`config.mk`:
```
export PLATFORM = sky130hd
export DESIGN_NAME = rmq_cfg
export DESIGN_NICKNAME = d
export VERILOG_FILES = /design/src/rmq_pkg.sv /design/src/rmq_cfg.sv
export SDC_FILE = /design/constraint.sdc
export NUM_CORES = 1
export LEC_CHECK = 0
export BUFFER_PORTS_ARGS = -buffer_cell sky130_fd_sc_hd__buf_2
export CAP_MARGIN = 30
export CORE_MARGIN = 5
export CORE_UTILIZATION = 41
export DETAILED_ROUTE_END_ITERATION = 8
export HOLD_SLACK_MARGIN = 0.1
export PLACE_DENSITY_LB_ADDON = 0.08
export SYNTH_ARGS = -nofsm -noshare
export SYNTH_HDL_FRONTEND = slang
export SYNTH_SLANG_ARGS = --single-unit
```
`constraint.sdc`:
```
create_clock -name clk -period 1.16 [get_ports clk]
set_input_delay 0.058 -clock clk [delete_from_list [all_inputs] [get_ports clk]]
set_output_delay 0.058 -clock clk [all_outputs]
set_load 0.005 [all_outputs]
```
`src/rmq_pkg.sv`:
```
// ----------------------------------------------------------------------------
// rmq_pkg
// Shared types and constants for the rotation matrix to quaternion core.
// ----------------------------------------------------------------------------
package rmq_pkg;

	localparam int FRAC_BITS = 30;
	localparam int DATA_W    = 32;
	localparam int RATIO_W   = 20;
	localparam int S_W       = DATA_W + 2;          // diagonal sums
	localparam int RAD_W     = 2 * DATA_W - 2;      // square root radicand
	localparam int ROOT_W    = RAD_W / 2;           // square root result
	localparam int MAG_W     = FRAC_BITS + 1;       // magnitude, 0 .. one
	localparam int SQ_W      = 2 * FRAC_BITS + 1;   // square of a magnitude
	localparam int ISQ_LAT   = ROOT_W;              // one root bit per stage

	localparam logic [RATIO_W-1:0] RATIO_RESET = RATIO_W'(11529);
	localparam logic [2:0]         ADDR_RATIO  = 3'd0;

	typedef struct packed {
		logic signed [DATA_W-1:0] col1_x;
		logic signed [DATA_W-1:0] col1_y;
		logic signed [DATA_W-1:0] col1_z;
		logic signed [DATA_W-1:0] col2_y;
		logic signed [DATA_W-1:0] col2_z;
		logic signed [DATA_W-1:0] col3_x;
		logic signed [DATA_W-1:0] col3_y;
		logic signed [DATA_W-1:0] col3_z;
	} mat_t;

	typedef struct packed {
		logic        [DATA_W-2:0] quat_real;
		logic signed [DATA_W-1:0] quat_i;
		logic signed [DATA_W-1:0] quat_j;
		logic signed [DATA_W-1:0] quat_k;
	} quat_t;

endpackage

```
`src/rmq_cfg.sv`:
```
// ----------------------------------------------------------------------------
// rmq_cfg
// APB register file holding the negligible ratio.
// ----------------------------------------------------------------------------
module rmq_cfg import rmq_pkg::*; (
	input  logic               clk,
	input  logic               arst_n,
	input  logic               psel,
	input  logic               penable,
	input  logic               pwrite,
	input  logic [2:0]         paddr,
	input  logic [31:0]        pwdata,
	output logic [31:0]        prdata,
	output logic               pready,
	output logic [RATIO_W-1:0] ratio
);

	logic [RATIO_W-1:0] ratio_q;
	logic               hit;

	assign hit    = (paddr[2] == ADDR_RATIO[2]);
	assign pready = 1'b1;

	// register write on the access beat
	always_ff @(posedge clk or negedge arst_n) begin
		if (!arst_n) begin
			ratio_q <= RATIO_RESET;
		end else if (psel && penable && pwrite && hit) begin
			ratio_q <= pwdata[RATIO_W-1:0];
		end
	end

	assign prdata = hit ? {{(32-RATIO_W){1'b0}}, ratio_q} : 32'd0;
	assign ratio  = ratio_q;

endmodule

```
==> results.cfg <==
[status]
outcome = finished, final reports clean

[sta]
hold_viol_final = 0
slew_violations = 0
fin_crit_sh_pct = 99.0
fin_crit_ns = 1.15
max_freq_mhz = 871
finalSetupViolations = 0
fin_tns_setup_ns = 0
fin_worst_skew_ns = 0
holdWs_ns = 0.204
rsz0062_at_grt = true

[placed_design]
dp_hpwl_um = 1840
dp_cells = 172
postPlaceCellArea_um2 = 1390
gp_congestion = 0.658
io_buffers = 65

[logic_synthesis]
synth-compound-area-share_pct = 0
synth.avg_cell_area_um2 = 13.7
ys_seq_elements = 20
ys_warn_count = 0
synth.distinct_cells = 9
synth_largest_area_cell = dfrtp_1
synth-edff-count = 0
synth-adder-area-share_pct = 0
synth_xor_area_share_pct = 0
synth_cells = 80
synth_common_cells = mux2_4, nor2b_1, dfrtp_1
synth_top_family_by_area = multiplexers
yosysSeqAreaShare_pct = 46.5
netlist_area_um2 = 1090
yosysTopAreaCellShare_pct = 32.1
ys.flop_type = dfrtp_1
synth.area.mux_share_pct = 27.5
async_flop_share_pct = 100
synth.area.top_cells = dfrtp_1, mux2_4, dfstp_2
synth_simple_gate_area_share_pct = 13.6

[setup_path]
cp.buffers_inverters = 1
cp_cell_sequence = nor2b_1 -> buf_2
crit_fanout = 3
slowest_delay_ns = 0.56
critPathCaptureType = output pin
path_delay_family = flip-flops
required_ns = 1.10
cp.arrival_ns = 1.09
critical-path-slowest-cell = dfstp_2
path_class = reg -> out
startpoint_type = flip-flop

[layout]
final_nets = 211
largest_reg_flops = 20
num_antenna_cells = 0
postLayoutCoreUtil_pct = 65.4
syn_to_final_growth_pct = 51.1
drive_gt1_share_pct = 59.4
instances_no_fill = 200
final_area_um2 = 1650

[clock_tree]
worstSkewPairLatency_ns = 0.30
cts_resized = 0
clockBufferDepth = 2
numCtsBuffers = 3
cts_tree = done
clk_pin_slew_worst_paths_ns = 0.12
clock-sinks = 20
htree_num_levels = 1
cts_root_buf = clkbuf_4

[global_route]
grt_max_degree = 21
antenna_found_initial = 0
grt_usage_pct = 13.9
grt_pass1_vias = 868
grt-ovfl-total = 0
grt_pass1_wl_um = 3870

[floorplan]
chipWidth_um = 61.6
pin_count = 93
die_h_um = 61.6
rows = 18
coreArea_um2 = 2520
die_area_um2 = 3800
start_util_pct = 43.3

[hold_path]
hp-class = in -> async

[pwr]
p_leak_nw = 0.932
ir_drop_v = 0.000817
p_per_area_nw_per_um2 = 1280

[drt]
postRouteAntennaNets = 0
drc_errors = 0
drtPass1Iterations = 4
routedWlPerCell_um = 13.1
vias = 869
drt-total-wl_um = 2620
drtIter0Drc = 13
viasPerCell = 4.35

[job]
cap_violations = 0
logic make-up (layout without fill, tap and decap cells):
| family | count (synthesis) | count (layout) |
|---|---|---|
| and+or+nand+nor | 21 | 21 |
| muxes | 20 | 20 |
| DFF | 20 | 20 |
| buffers and inverters | 17 | 96 |
| other | 2 | 13 |
per-layer routing:
metal | wire length, um | GRT usage, % | part of all wire [%]
met1 | 1030 | 15.4 | 40
met2 | 1310 | 25.4 | 50
met3 | 261 | 3.98 | 10
met4 | 13 | 4.55 | 0.50
met5 | 0 | 0 | 0
final timing paths:
kind,slack (ns),start,endpoint,cells past startpoint
worst max register to register,0.33,ratio[0],ratio[0],2
min in group clk,0.36,penable,ratio[2],4
worst min-delay path,0.20,arst_n,ratio[7],2
worst min register to register,0.54,ratio[16],ratio[16],1
max in group asynchronous,0.60,arst_n,ratio[11],2
worst max-delay path,0.01,ratio[0],prdata[0],2
what timing repair did:
item	4_1_cts	5_1_grt
hold buffers	21	0
hold endpoints to repair	40	0
setup endpoints to repair	0	6
setup buffers	0	3
metrics by stage:
stage               power [W]  setup slack, ns
floorplan             0.00139            0.368
global placement      0.00168            0.201
detailed placement    0.00171            0.194
CTS                   0.00210          0.00625
global route          0.00224          -0.0481
finish                0.00211           0.0121
report_power, final:
| part | switching (W) | internal, W | total (W) |
|---|---|---|---|
| Sequential | 0.000104 | 0.000884 | 0.000989 |
| Clock | 0.000206 | 0.000134 | 0.000340 |
| Combinational | 0.000257 | 0.000526 | 0.000784 |
| Total | 0.000568 | 0.00154 | 0.00211 |
layout by cell type (no fill, tap or decap), types with 3 or more instances in the layout:
master         count
dfrtp_1           14
clkbuf_4           3
buf_2             65
mux2_4            20
buf_4              6
conb_1            13
dfstp_2            6
dlygate4sd3_1     21
nor2b_1           20
area by class of cell:
type                       instances  area (um2)
clock buffer                       4        26.3
fill                             205         872
multi-input combinational         54         498
sequential                        20         508
tap                               30        37.5
timing repair buffer              92         581
(Power assumes the default switching activity.)
